<file path="config.mk">
export PLATFORM = sky130hd
export DESIGN_NAME = mxa_mul
export DESIGN_NICKNAME = d
export VERILOG_FILES = /design/src/rtl/mxa_pkg.sv /design/src/rtl/mxa_mul.sv
export SDC_FILE = /design/constraint.sdc
export NUM_CORES = 2
export LEC_CHECK = 0
export BUFFER_PORTS_ARGS = -buffer_cell sky130_fd_sc_hd__buf_4
export CAP_MARGIN = 25
export CORE_MARGIN = 2
export CORE_UTILIZATION = 55
export CTS_BUF_LIST = sky130_fd_sc_hd__clkbuf_8
export DETAILED_ROUTE_END_ITERATION = 10
export GPL_TIMING_DRIVEN = 0
export PLACE_DENSITY_LB_ADDON = 0.12
export SYNTH_ARGS = -nofsm -noshare
export SYNTH_HDL_FRONTEND = slang
export SYNTH_SLANG_ARGS = --single-unit
export TNS_END_PERCENT = 100
</file>
<file path="constraint.sdc">
create_clock -name aclk -period 7.6 [get_ports aclk]
set_clock_uncertainty 0.05 [all_clocks]
set_input_delay 0.76 -clock aclk [delete_from_list [all_inputs] [get_ports aclk]]
set_output_delay 0.76 -clock aclk [all_outputs]
set_load 0.005 [all_outputs]
</file>
<file path="src/rtl/mxa_pkg.sv">
// ----------------------------------------------------------------------------
// mxa_pkg
// Types, codes and tables shared by the transform accumulator modules.
// ----------------------------------------------------------------------------
package mxa_pkg;

    localparam int FRAC_BITS_DEF    = 16;
    localparam int CORDIC_STEPS_DEF = 16;
    localparam int ATAN_ENTRIES     = 24;
    localparam int MAT_DEPTH        = 16;
    localparam int MAT_AW           = 4;

    localparam logic signed [33:0] CORDIC_GAIN_Q30 = 34'sd652032874;

    localparam logic [3:0] REQ_IDENTITY  = 4'd0;
    localparam logic [3:0] REQ_ZERO      = 4'd1;
    localparam logic [3:0] REQ_LOAD      = 4'd2;
    localparam logic [3:0] REQ_TRANSLATE = 4'd3;
    localparam logic [3:0] REQ_SCALE     = 4'd4;
    localparam logic [3:0] REQ_ROT_AXIS  = 4'd5;
    localparam logic [3:0] REQ_ROT_X     = 4'd6;
    localparam logic [3:0] REQ_ROT_Y     = 4'd7;
    localparam logic [3:0] REQ_ROT_Z     = 4'd8;
    localparam logic [3:0] REQ_READ      = 4'd9;

    typedef struct packed {
        logic               sat;
        logic signed [31:0] value;
    } sat_val_t;

    typedef struct packed {
        logic               done;
        logic signed [31:0] cos_v;
        logic signed [31:0] sin_v;
    } trig_res_t;

    function automatic sat_val_t sat36(input logic signed [35:0] v);
        sat_val_t r;
        if (v[35:31] == 5'b00000 || v[35:31] == 5'b11111) begin
            r.sat   = 1'b0;
            r.value = v[31:0];
        end else begin
            r.sat   = 1'b1;
            r.value = v[35] ? 32'sh8000_0000 : 32'sh7fff_ffff;
        end
        return r;
    endfunction

    // arctangent of 2^-i in Q8.24 degrees
    function automatic logic signed [32:0] atan_q24(input logic [4:0] i);
        logic signed [32:0] r;
        case (i)
            5'd0:    r = 33'sd754974720;
            5'd1:    r = 33'sd445687602;
            5'd2:    r = 33'sd235489089;
            5'd3:    r = 33'sd119537938;
            5'd4:    r = 33'sd60000934;
            5'd5:    r = 33'sd30029717;
            5'd6:    r = 33'sd15018523;
            5'd7:    r = 33'sd7509720;
            5'd8:    r = 33'sd3754917;
            5'd9:    r = 33'sd1877466;
            5'd10:   r = 33'sd938734;
            5'd11:   r = 33'sd469367;
            5'd12:   r = 33'sd234684;
            5'd13:   r = 33'sd117342;
            5'd14:   r = 33'sd58671;
            5'd15:   r = 33'sd29335;
            5'd16:   r = 33'sd14668;
            5'd17:   r = 33'sd7334;
            5'd18:   r = 33'sd3667;
            5'd19:   r = 33'sd1833;
            5'd20:   r = 33'sd917;
            5'd21:   r = 33'sd458;
            5'd22:   r = 33'sd229;
            5'd23:   r = 33'sd115;
            default: r = 33'sd0;
        endcase
        return r;
    endfunction

endpackage

</file>
<file path="src/rtl/mxa_mul.sv">
// ----------------------------------------------------------------------------
// mxa_mul
// Shared fixed-point multiplier: registered product, then round half up,
// shift and saturate to 32 bits.
// ----------------------------------------------------------------------------
module mxa_mul #(
    parameter int FRAC_BITS = mxa_pkg::FRAC_BITS_DEF
) (
    input  logic               aclk,
    input  logic signed [31:0] a,
    input  logic signed [31:0] b,
    output mxa_pkg::sat_val_t  res
);
    import mxa_pkg::*;

    localparam logic signed [63:0] RND = 64'sd1 <<< (FRAC_BITS - 1);

    logic signed [63:0] prod_reg;
    logic signed [63:0] prod_next;
    logic signed [63:0] shifted;

    assign prod_next = 64'(a) * 64'(b);

    always_ff @(posedge aclk) begin
        prod_reg <= prod_next;
    end

    always_comb begin
        shifted = (prod_reg + RND) >>> FRAC_BITS;
        if ((&shifted[63:31]) || !(|shifted[63:31])) begin
            res.sat   = 1'b0;
            res.value = shifted[31:0];
        end else begin
            res.sat   = 1'b1;
            res.value = shifted[63] ? 32'sh8000_0000 : 32'sh7fff_ffff;
        end
    end

endmodule

</file>
==> results.yml <==
clocking:
  numCtsBuffers: 5
  clockBufferDepth: 2
  cts.clk_slew.worst_paths_ns: 0.09
  cts_tree: "built"
  cts_num_sinks: 49
  cts_htree_levels: 2
  ctsHoldBuffers: 0
  cts_root_buf: "clkbuf_8"
cells_and_area:
  layout-drive-gt1-share_pct: 15.8
  largest_register_ffs: 49
  design_area_sq_um: 45000
  final_nets: 5746
  syn_to_final_growth_pct: 16.4
critical_path:
  cpMaxStageDelayCell: "fa_1"
  startpoint_type: "primary input"
  worstPathRequired_ns: 7.75
  worstPathMaxFanout: 5
  crit_buf_inv: 7
  cp.arrival_ns: 7.95
  endpoint_kind: "register"
  slowest_delay_ns: 0.59
  critPathTopFamily: "adder cells"
  critPathKind: "primary input to register"
  crit_path_frequent_cell: "fa_1"
routing:
  drc_errors: 0
  drt_iter0_markers: 2852
  avgViaCountPerCell: 5.73
  vias: 30791
  wl_per_cell_microns: 26.2
  first_pass_iters: 6
  ant_nets: 0
  routed_wl_microns: 141000
global_route:
  grt_max_degree: 23
  gr-total-overflow: 0
  antenna_found_initial: 17
  grt_pass1_vias: 32485
  grt_pass1_wl_microns: 206000
  grtUsageTotal_pct: 40.4
floorplanning:
  core_sq_um: 69800
  die-area_sq_um: 72400
  start_util_pct: 55.4
  io_pins: 98
  die_h_microns: 269
  die_w_microns: 269
  placementRows: 97
logic_synthesis:
  synth-main-ff-cell: "dfxtp_1"
  synth.area.top_cells: "fa_1 (56%), inv_1 (9.6%), and2_1 (8.4%)"
  ys_seq_area_share_pct: 2.54
  ys_ff_latch: 49
  syn_nets: 5503
  synth_top_area_cell: "fa_1"
  ys.warnings.count: 0
  avgSynthCellArea_sq_um: 9.25
  netlist.area_leader.share_pct: 56.0
  synthCells: 4176
  synthArstFlopShare_pct: 0
  synth_cell_types: 69
  synth_edf_count: 0
  syn_area_sq_um: 38600
place:
  placed_area_sq_um: 40600
  gp_congestion: 1.01
  dp_hpwl_microns: 115000
  dp_slack_ns: -1.87
  io_buffers: 97
sta:
  slew_headroom_pct: 29.5
  drv_slew: 0
  tns_ns: -0.865
  finalCriticalPeriod_ns: 7.79
  final-setup-viol-count: 10
  worstMarginPinSlew_ns: 1.05
  finalHoldViolCount: 0
  worst_slack_ns: -0.192
  rsz0062_at_grt: "true"
  post-route-period-util_pct: 103
  hold_ws_ns: 1.46
  max_freq_mhz: 128
status:
  violations: "negative setup slack"
  outcome: "finished, violations left"
hold_path:
  hold_path_class: "primary input to register"
job:
  drv_cap: 0
metrics by stage:
step	util (%)	cells
3_3_place_gp	58.2	5213
2_1_floorplan	-	4176
3_5_place_dp	58.2	5214
4_1_cts	62.7	5299
6_report	64.5	5370
5_1_grt	64.4	5361
Yosys cell counts, drive strengths merged (6+ instances only):
cell type and n:
nor2b 7, ha 181, nand4 31, nand2b 15
nand3 35, nor4 7, clkbuf 211, nor3 22
and4 10, or3 9, o21ai 80, buf 6
a21oi 62, and2 521, xnor2 63, fa 1081
xor2 32, nand2 534, a21o 50, dfxtp 49
inv 985, a211oi 9, and3 19, a31oi 11
nor2 73
path summary, 6_finish.rpt:
kind / slack [ns] / endpoint / cells after the start / from
max: -0.19 / prod_reg[60] / 26 / a[15]
min: 1.46 / prod_reg[17] / 6 / a[0]
final cells by class:
type	count	area, sq um
Inverter	985	3710
Fill cell	5996	24800
Multi-Input combinational cell	2925	34100
Tap cell	940	1180
Clock inverter	3	68.8
Clock buffer	5	68.8
Antenna cell	10	25.0
Timing Repair Buffer	247	2150
Sequential cell	49	981
Buffer	206	2690
kinds of logic (layout without fill, tap and decap cells):
| family | Yosys count | count (layout) | share of synthesized area [%] |
|---|---|---|---|
| mux | 3 | 3 | 0.0842 |
| simple gates | 1300 | 1300 | 17.2 |
| fa+ha+maj | 1262 | 1262 | 61.9 |
| flops | 49 | 49 | 2.54 |
| compound gates | 265 | 265 | 4.38 |
| other cells | 0 | 10 | 0 |
| buf+inv | 1202 | 1446 | 11.8 |
| xor+xnor | 95 | 95 | 2.15 |
cells in the final DEF (no fill, tap or decap), drive strengths merged, types with 4 or more instances in the layout:
| cell | netlist | layout |
|---|---|---|
| or3 | 9 | 9 |
| a211oi | 9 | 9 |
| nor4 | 7 | 7 |
| o31ai | 4 | 4 |
| or4 | 5 | 5 |
| nor2 | 73 | 73 |
| nand3 | 35 | 35 |
| nand2 | 534 | 534 |
| buf | 6 | 315 |
| a21oi | 62 | 62 |
| a21o | 50 | 50 |
| and3 | 19 | 19 |
| clkbuf | 211 | 143 |
| xor2 | 32 | 32 |
| nand4 | 31 | 31 |
| and4 | 10 | 10 |
| nor3 | 22 | 22 |
| o211ai | 5 | 5 |
| inv | 985 | 983 |
| nor2b | 7 | 7 |
| nand2b | 15 | 15 |
| o21a | 5 | 5 |
| and2 | 521 | 521 |
| fa | 1081 | 1081 |
| o21bai | 5 | 5 |
| a31oi | 11 | 11 |
| diode | 0 | 10 |
| dfxtp | 49 | 49 |
| ha | 181 | 181 |
| xnor2 | 63 | 63 |
| o21ai | 80 | 80 |
worst min-delay path, cell delays in order:
cell,delay [ns]
buf_4,0.14
nand4_1,0.07
o21ai_0,0.14
a21oi_2,0.34
a31oi_1,0.20
xor2_1,0.13
layer usage:
layer	up-vias	global-route usage (%)	wire, microns
met4	8	30.7	14400
met2	1770	63.5	62800
met3	574	7.36	13900
li1	12649	-	-
met1	15790	50.0	49600
met5	-	0	55
what timing repair did:
item | 4_1_cts | 5_1_grt
endpoints found under the setup margin | 40 | 31
pin swaps | 92 | 96
gates cloned | 2 | 3
resized for setup | 618 | 271
buffers inserted | 86 | 58
Power is left out: the tool's default activity adds up to more than one toggle a clock period on the data nets, which glitch-free logic cannot reach.
