## src/rtl/mxa_pkg.sv

```systemverilog
// ----------------------------------------------------------------------------
// mxa_pkg
// Types, codes and tables shared by the transform accumulator modules.
// ----------------------------------------------------------------------------
package mxa_pkg;

    localparam int FRAC_BITS_DEF    = 16;
    localparam int CORDIC_STEPS_DEF = 16;
    localparam int ATAN_ENTRIES     = 24;
    localparam int MAT_DEPTH        = 16;
    localparam int MAT_AW           = 4;

    localparam logic signed [33:0] CORDIC_GAIN_Q30 = 34'sd652032874;

    localparam logic [3:0] REQ_IDENTITY  = 4'd0;
    localparam logic [3:0] REQ_ZERO      = 4'd1;
    localparam logic [3:0] REQ_LOAD      = 4'd2;
    localparam logic [3:0] REQ_TRANSLATE = 4'd3;
    localparam logic [3:0] REQ_SCALE     = 4'd4;
    localparam logic [3:0] REQ_ROT_AXIS  = 4'd5;
    localparam logic [3:0] REQ_ROT_X     = 4'd6;
    localparam logic [3:0] REQ_ROT_Y     = 4'd7;
    localparam logic [3:0] REQ_ROT_Z     = 4'd8;
    localparam logic [3:0] REQ_READ      = 4'd9;

    typedef struct packed {
        logic               sat;
        logic signed [31:0] value;
    } sat_val_t;

    typedef struct packed {
        logic               done;
        logic signed [31:0] cos_v;
        logic signed [31:0] sin_v;
    } trig_res_t;

    function automatic sat_val_t sat36(input logic signed [35:0] v);
        sat_val_t r;
        if (v[35:31] == 5'b00000 || v[35:31] == 5'b11111) begin
            r.sat   = 1'b0;
            r.value = v[31:0];
        end else begin
            r.sat   = 1'b1;
            r.value = v[35] ? 32'sh8000_0000 : 32'sh7fff_ffff;
        end
        return r;
    endfunction

    // arctangent of 2^-i in Q8.24 degrees
    function automatic logic signed [32:0] atan_q24(input logic [4:0] i);
        logic signed [32:0] r;
        case (i)
            5'd0:    r = 33'sd754974720;
            5'd1:    r = 33'sd445687602;
            5'd2:    r = 33'sd235489089;
            5'd3:    r = 33'sd119537938;
            5'd4:    r = 33'sd60000934;
            5'd5:    r = 33'sd30029717;
            5'd6:    r = 33'sd15018523;
            5'd7:    r = 33'sd7509720;
            5'd8:    r = 33'sd3754917;
            5'd9:    r = 33'sd1877466;
            5'd10:   r = 33'sd938734;
            5'd11:   r = 33'sd469367;
            5'd12:   r = 33'sd234684;
            5'd13:   r = 33'sd117342;
            5'd14:   r = 33'sd58671;
            5'd15:   r = 33'sd29335;
            5'd16:   r = 33'sd14668;
            5'd17:   r = 33'sd7334;
            5'd18:   r = 33'sd3667;
            5'd19:   r = 33'sd1833;
            5'd20:   r = 33'sd917;
            5'd21:   r = 33'sd458;
            5'd22:   r = 33'sd229;
            5'd23:   r = 33'sd115;
            default: r = 33'sd0;
        endcase
        return r;
    endfunction

endpackage

```

## src/rtl/mxa_trig.sv

```systemverilog
// ----------------------------------------------------------------------------
// mxa_trig
// Cosine and sine of an angle in degrees: modulo-360 reduction by
// restoring subtraction, quadrant fold, then an iterative CORDIC.
// ----------------------------------------------------------------------------
module mxa_trig #(
    parameter int FRAC_BITS    = mxa_pkg::FRAC_BITS_DEF,
    parameter int CORDIC_STEPS = mxa_pkg::CORDIC_STEPS_DEF
) (
    input  logic               aclk,
    input  logic               aresetn,
    input  logic               start,
    input  logic signed [31:0] angle,
    output mxa_pkg::trig_res_t res
);
    import mxa_pkg::*;

    localparam longint FULL_L    = longint'(360) <<< FRAC_BITS;
    localparam longint OFF_L     = FULL_L - ((longint'(1) <<< 31) % FULL_L);
    localparam int     RED_STEPS = 35 - $clog2(FULL_L);
    localparam int     NSTEPS    = (CORDIC_STEPS < ATAN_ENTRIES) ? CORDIC_STEPS : ATAN_ENTRIES;
    localparam int     Z_SH      = 24 - FRAC_BITS;
    localparam int     OUT_SH    = 30 - FRAC_BITS;

    localparam logic [33:0]        OFF     = 34'(OFF_L);
    localparam logic [33:0]        D_INIT  = 34'(FULL_L <<< (RED_STEPS - 1));
    localparam logic signed [35:0] FULL_S  = 36'(FULL_L);
    localparam logic signed [35:0] HALF_S  = 36'(FULL_L / 2);
    localparam logic signed [35:0] QUART_S = 36'(FULL_L / 4);
    localparam logic signed [33:0] RND     = 34'sd1 <<< (29 - FRAC_BITS);

    typedef enum logic [4:0] {
        T_IDLE = 5'b00001,
        T_RED  = 5'b00010,
        T_FOLD = 5'b00100,
        T_ROT  = 5'b01000,
        T_FIN  = 5'b10000
    } tstate_t;

    tstate_t            st_reg, st_next;
    logic [4:0]         cnt_reg, cnt_next;
    logic [33:0]        rem_reg, rem_next;
    logic [33:0]        d_reg, d_next;
    logic               neg_reg, neg_next;
    logic signed [33:0] x_reg, x_next;
    logic signed [33:0] y_reg, y_next;
    logic signed [32:0] z_reg, z_next;
    logic               done_reg, done_next;
    logic signed [31:0] cos_reg, cos_next;
    logic signed [31:0] sin_reg, sin_next;

    logic signed [35:0] r;
    logic signed [33:0] dx, dy, xf, yf;
    logic signed [32:0] at;

    always_comb begin
        st_next   = st_reg;
        cnt_next  = cnt_reg;
        rem_next  = rem_reg;
        d_next    = d_reg;
        neg_next  = neg_reg;
        x_next    = x_reg;
        y_next    = y_reg;
        z_next    = z_reg;
        done_next = 1'b0;
        cos_next  = cos_reg;
        sin_next  = sin_reg;
        r         = 36'(rem_reg);
        dx        = y_reg >>> cnt_reg;
        dy        = x_reg >>> cnt_reg;
        at        = atan_q24(cnt_reg);
        xf        = neg_reg ? -x_reg : x_reg;
        yf        = neg_reg ? -y_reg : y_reg;

        case (st_reg)
            T_IDLE: begin
                if (start) begin
                    // angle + 2^31 as unsigned, offset so the modulus is unchanged
                    rem_next = {2'b00, ~angle[31], angle[30:0]} + OFF;
                    d_next   = D_INIT;
                    cnt_next = '0;
                    st_next  = T_RED;
                end
            end
            T_RED: begin
                if (rem_reg >= d_reg) begin
                    rem_next = rem_reg - d_reg;
                end
                d_next   = d_reg >> 1;
                cnt_next = cnt_reg + 5'd1;
                if (cnt_reg == 5'(RED_STEPS - 1)) begin
                    st_next = T_FOLD;
                end
            end
            T_FOLD: begin
                if (r >= HALF_S) begin
                    r = r - FULL_S;
                end
                neg_next = 1'b0;
                if (r > QUART_S) begin
                    r        = r - HALF_S;
                    neg_next = 1'b1;
                end else if (r < -QUART_S) begin
                    r        = r + HALF_S;
                    neg_next = 1'b1;
                end
                z_next   = 33'(r <<< Z_SH);
                x_next   = CORDIC_GAIN_Q30;
                y_next   = '0;
                cnt_next = '0;
                st_next  = T_ROT;
            end
            T_ROT: begin
                if (!z_reg[32]) begin
                    x_next = x_reg - dx;
                    y_next = y_reg + dy;
                    z_next = z_reg - at;
                end else begin
                    x_next = x_reg + dx;
                    y_next = y_reg - dy;
                    z_next = z_reg + at;
                end
                cnt_next = cnt_reg + 5'd1;
                if (cnt_reg == 5'(NSTEPS - 1)) begin
                    st_next = T_FIN;
                end
            end
            T_FIN: begin
                cos_next  = 32'((xf + RND) >>> OUT_SH);
                sin_next  = 32'((yf + RND) >>> OUT_SH);
                done_next = 1'b1;
                st_next   = T_IDLE;
            end
            default: begin
                st_next = T_IDLE;
            end
        endcase
    end

    always_ff @(posedge aclk) begin
        if (!aresetn) begin
            st_reg   <= T_IDLE;
            cnt_reg  <= '0;
            done_reg <= 1'b0;
        end else begin
            st_reg   <= st_next;
            cnt_reg  <= cnt_next;
            done_reg <= done_next;
        end
        rem_reg <= rem_next;
        d_reg   <= d_next;
        neg_reg <= neg_next;
        x_reg   <= x_next;
        y_reg   <= y_next;
        z_reg   <= z_next;
        cos_reg <= cos_next;
        sin_reg <= sin_next;
    end

    assign res.done  = done_reg;
    assign res.cos_v = cos_reg;
    assign res.sin_v = sin_reg;

endmodule

```

## config.mk

```make
export PLATFORM = sky130hd
export DESIGN_NAME = mxa_trig
export DESIGN_NICKNAME = d
export VERILOG_FILES = /design/src/rtl/mxa_pkg.sv /design/src/rtl/mxa_trig.sv
export SDC_FILE = /design/constraint.sdc
export NUM_CORES = 1
export LEC_CHECK = 0
export ABC_CLOCK_PERIOD_IN_PS = 8550
export BUFFER_PORTS_ARGS = -buffer_cell sky130_fd_sc_hd__buf_2
export CAP_MARGIN = 20
export CORE_MARGIN = 3
export CORE_UTILIZATION = 55
export CTS_CLUSTER_SIZE = 30
export DETAILED_ROUTE_END_ITERATION = 6
export PLACE_DENSITY = 0.8
export SYNTH_ARGS = -nofsm -noshare
export SYNTH_HDL_FRONTEND = slang
export SYNTH_SLANG_ARGS = --single-unit
```

## constraint.sdc

```tcl
create_clock -name aclk -period 8.55 [get_ports aclk]
set_input_delay 1.71 -clock aclk [delete_from_list [all_inputs] [get_ports aclk]]
set_output_delay 1.71 -clock aclk [all_outputs]
set_load 0.005 [all_outputs]
```

==> impl_metrics.json <==
{
  "cp-end-kind": "register",
  "async_flop_share_pct": 0,
  "cap_violations": 0,
  "pin_count": 100,
  "startpoint_type": "register",
  "worst-setup-path-type": "reg -> reg",
  "slew_headroom_pct": 22.6,
  "setup_viol": 0,
  "grt_pass1_wl_microns": 126000,
  "hpwlAfterDp_microns": 60000,
  "synth_seq_cells": 251,
  "synth_commonest_cells": "nor2_1 (292), nand2_1 (282), a21oi_1 (257)",
  "grt_max_degree": 82,
  "power_density_nw_per_um2": 127,
  "synth_flop_cell": "edfxtp_1",
  "finalPower_uw": 3450,
  "io_buffers": 99,
  "numClockSinks": 251,
  "drive_gt1_share_pct": 11.2,
  "dieWidth_microns": 221,
  "dr.pass1.iters": 7,
  "worst_pin_slew_ps": 1160,
  "fin_skew_ps": 20.1,
  "worstPathRequired_ps": 8890,
  "start_util_pct": 56.0,
  "slew_violations": 0,
  "fmax_mhz": 138,
  "cts_hold_buf": 0,
  "nNetsFinal": 3133,
  "gp_congestion": 1.06,
  "yosysSeqAreaShare_pct": 27.9,
  "min_path_type": "reg -> reg",
  "cts-root-buf": "clkbuf_16",
  "yosysMostFrequentCell": "nor2_1",
  "critPathArrivalTime_ps": 7600,
  "syn-num-nets": 3167,
  "fin_tns_setup_ps": 0,
  "core-area_sq_um": 45600,
  "fin_hold_ws_ps": 519,
  "post_cts_buffers": 0,
  "area_growth_pct": 6.32,
  "leakagePower_uw": 0.0105,
  "path_clk_slew_ps": 60,
  "period_minus_slack_ps": 7260,
  "cts_resized": 0,
  "rsz0062_at_grt": "false",
  "rows": 78,
  "routedWlPerCell_microns": 22.8,
  "hold_viol": 0,
  "dieArea_sq_um": 49000,
  "syn_avg_cell_area_sq_um": 8.57,
  "final_cells": 3564,
  "status": "finished clean",
  "yosysWarnings": 0,
  "antenna_left": 0,
  "stdcell_area_sq_um": 27100,
  "antenna_found_initial": 1,
  "clockBufferDepth": 3,
  "synth_top_cell_by_area": "edfxtp_1",
  "period_share_pct": 84.9,
  "cts_tree": "built",
  "nFillCells": 3926,
  "dp_cells": 3507,
  "fp.dieH_microns": 221,
  "finalWirelength_microns": 81300,
  "synth_cell_types": 99,
  "first_global_vias": 22714,
  "drcViolationCount": 0,
  "synth-edff-count": 210,
  "placedInstanceArea_sq_um": 26000,
  "synth_top_cells_by_area": "edfxtp_1 (25%), ha_1 (7.5%), xnor2_1 (5.8%)",
  "syn_area_sq_um": 25500,
  "yosys.area.top_type_share_pct": 24.7,
  "clk_latency_ps": 610,
  "diodes": 0,
  "grt_overflow": 0,
  "crit_fanout": 59,
  "drt-vias-per-instance": 6.63,
  "vdd_drop_max_uv": 156,
  "first_iter_violations": 2088,
  "dr_total_vias": 23636,
  "cts_max_level": 1,
  "cts_inserted_buffers": 29,
  "synthCells": 2975,
  "track_usage_pct": 31.7
}
==> final cells by class <==
cell class              instances  area (sq um)  share of cell area (%)
multi-input cells            2414         17000                    62.7
flip-flops and latches        251          7140                    26.3
repair buffers                129           781                    2.88
well taps                     600           751                    2.77
clock buffers                  33           741                    2.73
inverters                     116           435                    1.61
clock inverters                21           272                    1.00
==> critical path, stage by stage, from the launching register on <==
cell and delay [ps]:
dfxtp_4 950, buf_4 480, mux4_2 670, mux2i_1 370, o221ai_1 180, a21oi_2 200
ha_1 230, nand2_1 60, nor3_1 230, and2b_1 190, and3_1 240, a21oi_1 100
xor2_1 180, ha_1 330, o21a_1 130, a211o_1 340, nor4_1 500, o311ai_0 350
a41oi_1 540, nor3_1 120, a211oi_1 330, xor2_1 180, nor2_1 60
==> metal layers <==
layer | up-vias | track usage (%) | wire [microns]
met5 | - | 0 | 13
met1 | 11328 | 38.5 | 31300
met2 | 1177 | 55.3 | 39100
met4 | 2 | 14.5 | 4310
li1 | 10875 | - | -
met3 | 254 | 5.17 | 6630
==> path summary, 6_finish.rpt <==
| path | start | end | slack [ps] | cells past startpoint |
|---|---|---|---|---|
| worst max-delay path | cnt_reg[0]$_SDFFE_PN0P_ | y_reg[32]$_SDFFCE_PN0N_ | 1290 | 22 |
| worst min-delay path | d_reg[32]$_SDFFCE_PN0P_ | d_reg[31]$_SDFFCE_PN1P_ | 520 | 2 |
| worst max register to register | cnt_reg[0]$_SDFFE_PN0P_ | y_reg[32]$_SDFFCE_PN0N_ | 1290 | 22 |
| worst min register to register | d_reg[32]$_SDFFCE_PN0P_ | d_reg[31]$_SDFFCE_PN1P_ | 520 | 2 |
==> metrics by stage <==
stage                     setup WS, ps  utilization (%)
after CTS                         1300             59.3
after global routing               721             59.5
after floorplan                   2880                -
after detailed placement          1350             57.1
after global placement            1600             57.1
final                             1290             59.5
==> power by group <==
group / total (uW) / internal (uW) / switching, uW / leakage (uW)
Clock: 1350 / 804 / 547 / 0.000501
Combinational: 698 / 290 / 408 / 0.00781
Sequential: 1400 / 1360 / 39.9 / 0.00221
Total: 3450 / 2460 / 995 / 0.0105
==> cells by family (layout without fill, tap and decap cells) <==
group | count (synthesis) | after routing | share of synthesized area (%)
adders and majority gates | 157 | 157 | 7.82
AOI/OAI and AO/OA | 859 | 859 | 21.3
and+or+nand+nor | 942 | 942 | 17.6
buffers and inverters | 310 | 299 | 5.51
xor gates and xnor gates | 294 | 294 | 10.2
muxes | 162 | 162 | 9.69
DFF | 251 | 251 | 27.9
==> cell usage in the layout (no fill, tap or decap), types with 30 or more instances in the layout <==
cell,Yosys,final
xnor2_1,168,168
nand3_1,63,63
mux2_2,39,39
nor2b_1,30,30
dfxtp_1,41,36
nand2b_1,33,33
buf_2,16,99
a21o_1,76,76
a211oi_1,33,33
mux4_2,58,58
o21ai_0,184,182
ha_1,153,153
o22ai_1,35,35
a21oi_1,257,257
edfxtp_1,210,210
o21a_1,30,30
nor3_1,60,59
xor2_1,125,125
inv_1,110,110
mux2i_1,58,58
a31oi_1,48,48
nand2_1,282,282
nor2_1,292,292
No activity file was read; power rests on OpenSTA's default activity.
