### src/rtl/mxa_pkg.sv
// ----------------------------------------------------------------------------
// mxa_pkg
// Types, codes and tables shared by the transform accumulator modules.
// ----------------------------------------------------------------------------
package mxa_pkg;

    localparam int FRAC_BITS_DEF    = 16;
    localparam int CORDIC_STEPS_DEF = 16;
    localparam int ATAN_ENTRIES     = 24;
    localparam int MAT_DEPTH        = 16;
    localparam int MAT_AW           = 4;

    localparam logic signed [33:0] CORDIC_GAIN_Q30 = 34'sd652032874;

    localparam logic [3:0] REQ_IDENTITY  = 4'd0;
    localparam logic [3:0] REQ_ZERO      = 4'd1;
    localparam logic [3:0] REQ_LOAD      = 4'd2;
    localparam logic [3:0] REQ_TRANSLATE = 4'd3;
    localparam logic [3:0] REQ_SCALE     = 4'd4;
    localparam logic [3:0] REQ_ROT_AXIS  = 4'd5;
    localparam logic [3:0] REQ_ROT_X     = 4'd6;
    localparam logic [3:0] REQ_ROT_Y     = 4'd7;
    localparam logic [3:0] REQ_ROT_Z     = 4'd8;
    localparam logic [3:0] REQ_READ      = 4'd9;

    typedef struct packed {
        logic               sat;
        logic signed [31:0] value;
    } sat_val_t;

    typedef struct packed {
        logic               done;
        logic signed [31:0] cos_v;
        logic signed [31:0] sin_v;
    } trig_res_t;

    function automatic sat_val_t sat36(input logic signed [35:0] v);
        sat_val_t r;
        if (v[35:31] == 5'b00000 || v[35:31] == 5'b11111) begin
            r.sat   = 1'b0;
            r.value = v[31:0];
        end else begin
            r.sat   = 1'b1;
            r.value = v[35] ? 32'sh8000_0000 : 32'sh7fff_ffff;
        end
        return r;
    endfunction

    // arctangent of 2^-i in Q8.24 degrees
    function automatic logic signed [32:0] atan_q24(input logic [4:0] i);
        logic signed [32:0] r;
        case (i)
            5'd0:    r = 33'sd754974720;
            5'd1:    r = 33'sd445687602;
            5'd2:    r = 33'sd235489089;
            5'd3:    r = 33'sd119537938;
            5'd4:    r = 33'sd60000934;
            5'd5:    r = 33'sd30029717;
            5'd6:    r = 33'sd15018523;
            5'd7:    r = 33'sd7509720;
            5'd8:    r = 33'sd3754917;
            5'd9:    r = 33'sd1877466;
            5'd10:   r = 33'sd938734;
            5'd11:   r = 33'sd469367;
            5'd12:   r = 33'sd234684;
            5'd13:   r = 33'sd117342;
            5'd14:   r = 33'sd58671;
            5'd15:   r = 33'sd29335;
            5'd16:   r = 33'sd14668;
            5'd17:   r = 33'sd7334;
            5'd18:   r = 33'sd3667;
            5'd19:   r = 33'sd1833;
            5'd20:   r = 33'sd917;
            5'd21:   r = 33'sd458;
            5'd22:   r = 33'sd229;
            5'd23:   r = 33'sd115;
            default: r = 33'sd0;
        endcase
        return r;
    endfunction

endpackage

### src/rtl/mxa_mem.sv
// ----------------------------------------------------------------------------
// mxa_mem
// Matrix element store: one write port, one registered read port.
// ----------------------------------------------------------------------------
module mxa_mem (
    input  logic                       aclk,
    input  logic                       we,
    input  logic [mxa_pkg::MAT_AW-1:0] waddr,
    input  logic signed [31:0]         wdata,
    input  logic [mxa_pkg::MAT_AW-1:0] raddr,
    output logic signed [31:0]         rdata
);
    import mxa_pkg::*;

    logic signed [31:0] mem_reg [MAT_DEPTH];
    logic signed [31:0] rdata_reg;

    always_ff @(posedge aclk) begin
        if (we) begin
            mem_reg[waddr] <= wdata;
        end
        rdata_reg <= mem_reg[raddr];
    end

    assign rdata = rdata_reg;

endmodule

### config.mk
export PLATFORM = sky130hd
export DESIGN_NAME = mxa_mem
export DESIGN_NICKNAME = d
export VERILOG_FILES = /design/src/rtl/mxa_pkg.sv /design/src/rtl/mxa_mem.sv
export SDC_FILE = /design/constraint.sdc
export NUM_CORES = 1
export LEC_CHECK = 0
export BUFFER_PORTS_ARGS = -buffer_cell sky130_fd_sc_hd__buf_2
export CELL_PAD_IN_SITES_DETAIL_PLACEMENT = 0
export CELL_PAD_IN_SITES_GLOBAL_PLACEMENT = 1
export CORE_MARGIN = 2
export CORE_UTILIZATION = 25
export CTS_CLUSTER_DIAMETER = 120
export DETAILED_ROUTE_END_ITERATION = 8
export GPL_ROUTABILITY_DRIVEN = 0
export GPL_TIMING_DRIVEN = 1
export PLACE_DENSITY_LB_ADDON = 0.1
export SKIP_CTS_REPAIR_TIMING = 1
export SYNTH_ARGS = -nofsm -noshare
export SYNTH_HDL_FRONTEND = slang
export SYNTH_SLANG_ARGS = --single-unit
### constraint.sdc
create_clock -name aclk -period 8.4 [get_ports aclk]
set_input_delay 0 -clock aclk [delete_from_list [all_inputs] [get_ports aclk]]
set_output_delay 0 -clock aclk [all_outputs]
set_load 0.005 [all_outputs]
==> results of run 1 <==
## metal layers
layer	wire length, µm	global-route usage	vias to the layer above
met5	13	0	-
met4	1150	0.0381	2
met3	1830	0.0222	77
met2	25000	0.207	179
met1	25200	0.185	5022
li1	-	-	3882
## worst min-delay path by stage
| stage | from | to | slack (ps) | depth (start not counted) |
|---|---|---|---|---|
| final | waddr[3] | mem_reg[3][17] | 80 | 3 |
| after detailed placement | rdata[22] | rdata[22] | 390 | 1 |
| after global routing | waddr[3] | mem_reg[3][17] | 80 | 3 |
| after CTS | wdata[11] | mem_reg[14][11] | -290 | 1 |
| after global placement | rdata[18] | rdata[18] | 380 | 1 |
| after floorplan | wdata[0] | mem_reg[0][0] | 100 | 0 |
## cell type report
cell class	count	area (µm²)
Sequential cell	544	16000
Timing Repair Buffer	128	875
Fill cell	7609	54700
Clock inverter	31	328
Multi-Input combinational cell	251	3750
Clock buffer	84	1740
Tap cell	1050	1310
## logic make-up (layout without fill, tap and decap cells)
| family | Yosys count | in the layout | share of synthesized area |
|---|---|---|---|
| flops | 544 | 544 | 0.807 |
| mux | 128 | 128 | 0.145 |
| compound gates | 64 | 64 | 0.0242 |
| simple gates | 59 | 59 | 0.0127 |
| buf+inv | 43 | 243 | 0.0112 |
## placed cells by master (no fill, tap or decap), types with 2 or more instances in the layout
cell           Yosys  routed
edfxtp_1         512     512
nand2b_1           2       2
clkbuf_1          17      13
nand3b_1           2       2
bufinv_16          0       7
clkinv_1           0       7
mux4_2           128     128
buf_2              4      71
dlygate4sd3_1      0      32
nand2_1           33      33
buf_4             11      23
nor2_4             0      13
clkbuf_8           0       8
nor3_2             0       4
nor2b_4            0       2
dfxtp_1           32      32
clkbuf_16          0      63
a22oi_1           64      64
clkinv_2           0      15
## power groups by stage
| stage | clock network [mW] | logic, mW | registers, mW |
|---|---|---|---|
| 2_1_floorplan | 0 | 0.146 | 3.11 |
| 3_3_place_gp | 0 | 0.282 | 3.11 |
| 3_5_place_dp | 0 | 0.284 | 3.11 |
| 4_1_cts | 2.82 | 0.284 | 3.05 |
| 5_1_grt | 2.92 | 0.313 | 3.06 |
| 6_report | 2.72 | 0.286 | 3.05 |
## worst register-to-register path, delay by kind of cell, from the launching register on
family           cells  cell delay (ps)
AO/OA/AOI/OAI        1              220
AND/OR/NAND/NOR      1              150
multiplexers         1              470
flip-flops           1              360
==> results.json, run 1 <==
{
  "status": "finished clean",
  "overflow": 0,
  "pwr-share-comb": 0.047,
  "synthCells": 838,
  "post_drt_wl_per_cell_um": 25.5,
  "finalSetupViolCount": 0,
  "htree_num_levels": 2,
  "slowest_stage": "buf_4",
  "drt_iter0_markers": 708,
  "r2r_setup_slack_ps": 7050,
  "worst_pin_slew_ps": 1010,
  "startpoint": "raddr[0]",
  "setup_ws_ps": 5920,
  "cp_cell_sequence": "buf_8, buf_4, buf_4, mux4_2, a22oi_1, nand2_1",
  "root_buffer": "clkbuf_16",
  "p_clk_frac": 0.449,
  "antenna_found_initial": 1,
  "hold_viol_final": 0,
  "clock_skew_ps": 15.3,
  "crit_top_cell": "buf_4",
  "clockBufferDepth": 3,
  "clk_pin_slew_ps": 60,
  "row_count": 103,
  "largest_reg_flops": 512,
  "r2r_cells": 3,
  "timing.hold.ws_ps": 82.4,
  "wl_um": 53200,
  "critPathTopFamily": "buffers and inverters",
  "io_pins": 74,
  "clkLatencyLatePin_ps": 610,
  "place_area_mm2": 0.0216,
  "port_buffers": 73,
  "cts.sinks": 544,
  "yosysTopAreaCell": "edfxtp_1",
  "first_pass_iters": 5,
  "cts_tree": "done",
  "start_util": 0.252,
  "path_max_fanout": 69,
  "critPathLaunchType": "input port",
  "final_layout_size_suffix_gt1_frac": 0.328,
  "grt_pass1_wl_um": 75100,
  "final_max_slew_viol_count": 0,
  "die_area_mm2": 0.0817,
  "synthesis.area_mm2": 0.0199,
  "p_sw_frac": 0.208,
  "regToRegStartpoint": "mem_reg[3][27]",
  "cap_viol_max_count": 0,
  "power.total_mw": 6.06,
  "core_mm2": 0.0787,
  "crit_arrival_ps": 2980,
  "synth_top_cells_by_area": "edfxtp_1, mux4_2, dfxtp_1",
  "design_area_mm2": 0.0240,
  "drc": 0,
  "seqPwrFrac": 0.504,
  "die_height_um": 286,
  "yosysMostFrequentCell": "edfxtp_1",
  "worstPathRequired_ps": 8890,
  "yosysTopAreaCellShare": 0.774,
  "cp_slowest_stage_delay_ps": 690,
  "synth_edf_count": 512,
  "synth-main-ff-cell": "edfxtp_1",
  "ys_ff_latch": 544,
  "power_leakage_nw": 7.60,
  "intPower_mw": 4.80,
  "max_freq_mhz": 403,
  "dp.cells": 1941,
  "rsz0062_at_grt": "no",
  "ir_drop_uv": 161,
  "grt_usage": 0.131,
  "rr_endpoint": "rdata[27]",
  "chipWidth_um": 286,
  "yosys-top-cells-count": "edfxtp_1, mux4_2, a22oi_1",
  "power_density_mw_per_mm2": 252,
  "crit_buf_inv": 3,
  "synthArstFlopShare": 0,
  "tns_ps": 0,
  "hold_path.class": "in2reg",
  "nets": 1028,
  "period_share": 0.296,
  "grt_max_degree": 70,
  "hpwl_um": 24400,
  "switching_power_mw": 1.26,
  "ant_nets": 0,
  "critPathCaptureType": "register",
  "num_vias": 9162,
  "seq_area_frac_synth": 0.807,
  "first_global_vias": 9771,
  "relSlewSlack": 0.330,
  "syn_to_final_growth_pct": 21.0,
  "syn_area_per_cell_um2": 23.7,
  "yosysUniqueCellTypes": 18,
  "worst-path-stages": 6,
  "vias_per_cell": 4.39,
  "final_util": 0.305,
  "finalNonFillerCells": 2088,
  "pre_cts_ws_ps": 5090,
  "yosys_warnings": 0,
  "cts_made_buffers": 61,
  "critical_path_class": "in2reg",
  "synth_fp_nets": 880,
  "endpoint": "rdata[7]",
  "period_needed_ps": 2480,
  "n_antenna_cell": 0
}
Note: power is estimated with default switching activity, not from simulation.
==> inputs of run 2 (changes only) <==
- clock period: 8.4 -> 2.2 ns (I/O delays scaled with it)
==> results.json, run 2 (synthesis gave the netlist of run 1 again) <==
{
  "clk_pin_slew_ps": 60,
  "hold_viol_final": 0,
  "ir_drop_uv": 511,
  "drc": 0,
  "overflow": 0,
  "n_antenna_cell": 0,
  "critPathLaunchType": "register",
  "clockBufferDepth": 3,
  "tns_ps": 0,
  "critical_path_class": "reg2reg",
  "cp_cell_sequence": "mux4_2, a22oi_1, nand2_1",
  "core_mm2": 0.0787,
  "start_util": 0.252,
  "hold_path.class": "in2reg",
  "max_freq_mhz": 656,
  "crit_arrival_ps": 1970,
  "power_density_mw_per_mm2": 956,
  "final_cell_mix": "edfxtp_1, mux4_2, buf_2",
  "num_vias": 9151,
  "clock_skew_ps": 15.8,
  "critPathCaptureType": "register",
  "power_leakage_nw": 7.85,
  "grt_pass1_wl_um": 74800,
  "ant_nets": 0,
  "slowest_stage": "mux4_2",
  "syn_to_final_growth_pct": 24.0,
  "cts_tree": "done",
  "worstPathRequired_ps": 2650,
  "cts.sinks": 544,
  "worst_pin_slew_ps": 634,
  "htree_num_levels": 3,
  "vias_per_cell": 4.33,
  "crit_buf_inv": 0,
  "largest_reg_flops": 512,
  "wl_um": 51500,
  "final_max_slew_viol_count": 0,
  "post_drt_wl_per_cell_um": 24.3,
  "seqCellArea_mm2": 0.0160,
  "status": "finished clean",
  "nets": 1057,
  "row_count": 103,
  "port_buffers": 73,
  "die_height_um": 286,
  "relSlewSlack": 0.577,
  "cts_made_buffers": 67,
  "critPathTopFamily": "multiplexers",
  "chipWidth_um": 286,
  "first_pass_iters": 4,
  "n_fill_cell": 7511,
  "finalNonFillerCells": 2114,
  "cp_slowest_stage_delay_ps": 500,
  "grt_usage": 0.128,
  "die_area_mm2": 0.0817,
  "finalSetupViolCount": 0,
  "final_common_cell": "edfxtp_1",
  "grt_max_degree": 37,
  "hpwl_um": 28100,
  "path_max_fanout": 1,
  "root_buffer": "clkbuf_16",
  "io_pins": 74,
  "drt_iter0_markers": 521,
  "period_share": 0.693,
  "dp.cells": 1964,
  "cap_viol_max_count": 0,
  "clkLatencyLatePin_ps": 590,
  "multi_input_area_mm2": 0.00377,
  "period_needed_ps": 1520,
  "final_layout_size_suffix_gt1_frac": 0.343,
  "rsz0062_at_grt": "no",
  "antenna_found_initial": 2,
  "first_global_vias": 10200
}
==> run 2: layout make-up <==
type,count,share of cell area
multi-input combinational,251,0.153
clock inverter,29,0.0112
sequential,544,0.650
clock buffer,89,0.0760
tap,1050,0.0534
timing repair buffer,151,0.0557
==> run 2: worst min-delay path, stage by stage <==
cell and delay, ps:
buf_2 150, nor2b_4 120, a22oi_1 180, nand2_1 70
==> run 2: per-stage QoR <==
stage | setup WS [ps] | area [µm²] | hold slack, ps | total power [mW] | utilization
detailed placement | 459 | 22200 | 377 | 13.0 | 0.281
global route | 550 | 24600 | 18.5 | 24.4 | 0.313
floorplan | -128 | 19900 | 98.9 | 12.4 | -
global placement | 456 | 22200 | 379 | 13.0 | 0.281
finish | 676 | 24600 | 5.43 | 23.5 | 0.313
CTS | 609 | 24300 | -255 | 23.9 | 0.309
==> run 2: final timing paths <==
kind,cells past startpoint,end,startpoint,slack [ps]
worst max-delay path,3,rdata[27],mem_reg[2][27],680
worst min-delay path,4,rdata[17],raddr[3],5
worst max register to register,3,rdata[27],mem_reg[2][27],680
worst min register to register,3,rdata[16],mem_reg[12][16],670
==> run 2: layer usage <==
layer | GRT usage | vias up | part of all wire
met5 | 0 | - | 0.00025
met4 | 0.0403 | 2 | 0.024
met3 | 0.0234 | 81 | 0.038
met2 | 0.195 | 180 | 0.46
met1 | 0.186 | 4947 | 0.48
li1 | - | 3941 | -
==> run 2: power breakdown <==
group	leakage, nW	switching [mW]	internal (mW)
Sequential	4.89	0.0725	11.6
Clock	1.05	4.26	6.46
Combinational	1.90	0.657	0.502
Total	7.85	4.99	18.5
==> inputs of run 3 (changes only) <==
- clock period: 2.2 -> 1.5 ns (I/O delays scaled with it)
==> results.json, run 3 (synthesis gave the netlist of run 1 again) <==
{
  "hold_viol_final": 0,
  "final_cell_mix": "edfxtp_1, mux4_2, buf_2",
  "num_vias": 9272,
  "cts_made_buffers": 60,
  "tns_ps": 0,
  "endpoint": "rdata[17]",
  "clk_pin_slew_ps": 60,
  "first_pass_iters": 4,
  "first_global_vias": 10000,
  "drc": 0,
  "core_mm2": 0.0787,
  "ant_nets": 0,
  "relSlewSlack": 0.571,
  "worstPathRequired_ps": 1990,
  "r2r_cells": 3,
  "io_pins": 74,
  "final_layout_size_suffix_gt1_frac": 0.362,
  "rsz0062_at_grt": "no",
  "cts.sinks": 544,
  "startpoint": "mem_reg[11][17]",
  "whs_path_depth": 4,
  "antenna_found_initial": 0,
  "grt_usage": 0.131,
  "start_util": 0.252,
  "final_common_cell": "edfxtp_1",
  "period_share": 0.925,
  "path_max_fanout": 1,
  "dp.cells": 2007,
  "power_leakage_nw": 8.05,
  "critical_path_class": "reg2reg",
  "hpwl_um": 30700,
  "finalSetupViolCount": 0,
  "power_density_mw_per_mm2": 1360,
  "largest_reg_flops": 512,
  "chipWidth_um": 286,
  "n_fill_cell": 7501,
  "drt_iter0_markers": 612,
  "clockBufferDepth": 3,
  "min-delay-start": "waddr[2]",
  "regToRegStartpoint": "mem_reg[11][17]",
  "grt_pass1_wl_um": 75700,
  "rr_endpoint": "rdata[17]",
  "die_area_mm2": 0.0817,
  "cts_tree": "done",
  "max_freq_mhz": 721,
  "hold_path.class": "in2reg",
  "die_height_um": 286,
  "status": "finished clean",
  "period_needed_ps": 1390,
  "post_drt_wl_per_cell_um": 24.6,
  "cap_viol_max_count": 0,
  "grt_max_degree": 36,
  "wl_um": 52800,
  "root_buffer": "clkbuf_16",
  "finalNonFillerCells": 2151,
  "worst_pin_slew_ps": 643,
  "nets": 1094,
  "critPathLaunchType": "register",
  "port_buffers": 73,
  "syn_to_final_growth_pct": 26.4,
  "setup_ws_ps": 113,
  "row_count": 103,
  "overflow": 0,
  "clock_skew_ps": 29.3,
  "n_antenna_cell": 0,
  "ir_drop_uv": 952,
  "crit_arrival_ps": 1880,
  "pre_cts_ws_ps": -32.0,
  "clkLatencyLatePin_ps": 630,
  "final_max_slew_viol_count": 0,
  "htree_num_levels": 2,
  "vias_per_cell": 4.31,
  "r2r_setup_slack_ps": 110,
  "critPathCaptureType": "register"
}
[run 3: cell type report]
type                            instances  area, µm²  share of cell area
Sequential cell                       544      16000               0.638
Multi-Input combinational cell        251       3780               0.151
Timing Repair Buffer                  195       1960              0.0779
Clock buffer                           74       1560              0.0623
Tap cell                             1050       1310              0.0524
Clock inverter                         37        460              0.0184
[run 3: per-stage QoR]
| stage | instance area (µm²) | util | power, mW | hold slack, ps |
|---|---|---|---|---|
| after floorplan | 20000 | - | 18.2 | 98.9 |
| after global placement | 22700 | 0.289 | 19.2 | 382 |
| after detailed placement | 22700 | 0.289 | 19.2 | 381 |
| after CTS | 24800 | 0.314 | 34.6 | -305 |
| after global routing | 25100 | 0.319 | 35.3 | 17.2 |
| final | 25100 | 0.319 | 34.0 | 29.5 |
[run 3: worst min-delay path by stage]
stage | endpoint | slack (ps)
2_1_floorplan | mem_reg[0][0] | 100
3_3_place_gp | rdata[1] | 380
3_5_place_dp | rdata[19] | 380
4_1_cts | mem_reg[0][20] | -300
5_1_grt | mem_reg[0][20] | 20
6_report | mem_reg[0][20] | 30
[run 3: routing by layer]
| layer | routed length, µm | GRT usage |
|---|---|---|
| met1 | 22900 | 0.169 |
| met4 | 952 | 0.0323 |
| met5 | 0 | 0 |
| met3 | 2360 | 0.0248 |
| met2 | 26600 | 0.225 |
[run 3: worst max-delay path: stages, from the launching register on]
cell	delay (ps)
edfxtp_1	360
mux4_2	470
a22oi_1	280
nand2_2	140
[run 3: where the power goes]
group          switching (mW)  total [mW]  internal (mW)
clock network            6.13        15.1           8.97
registers               0.114        17.1           17.0
logic                   0.979        1.81          0.831
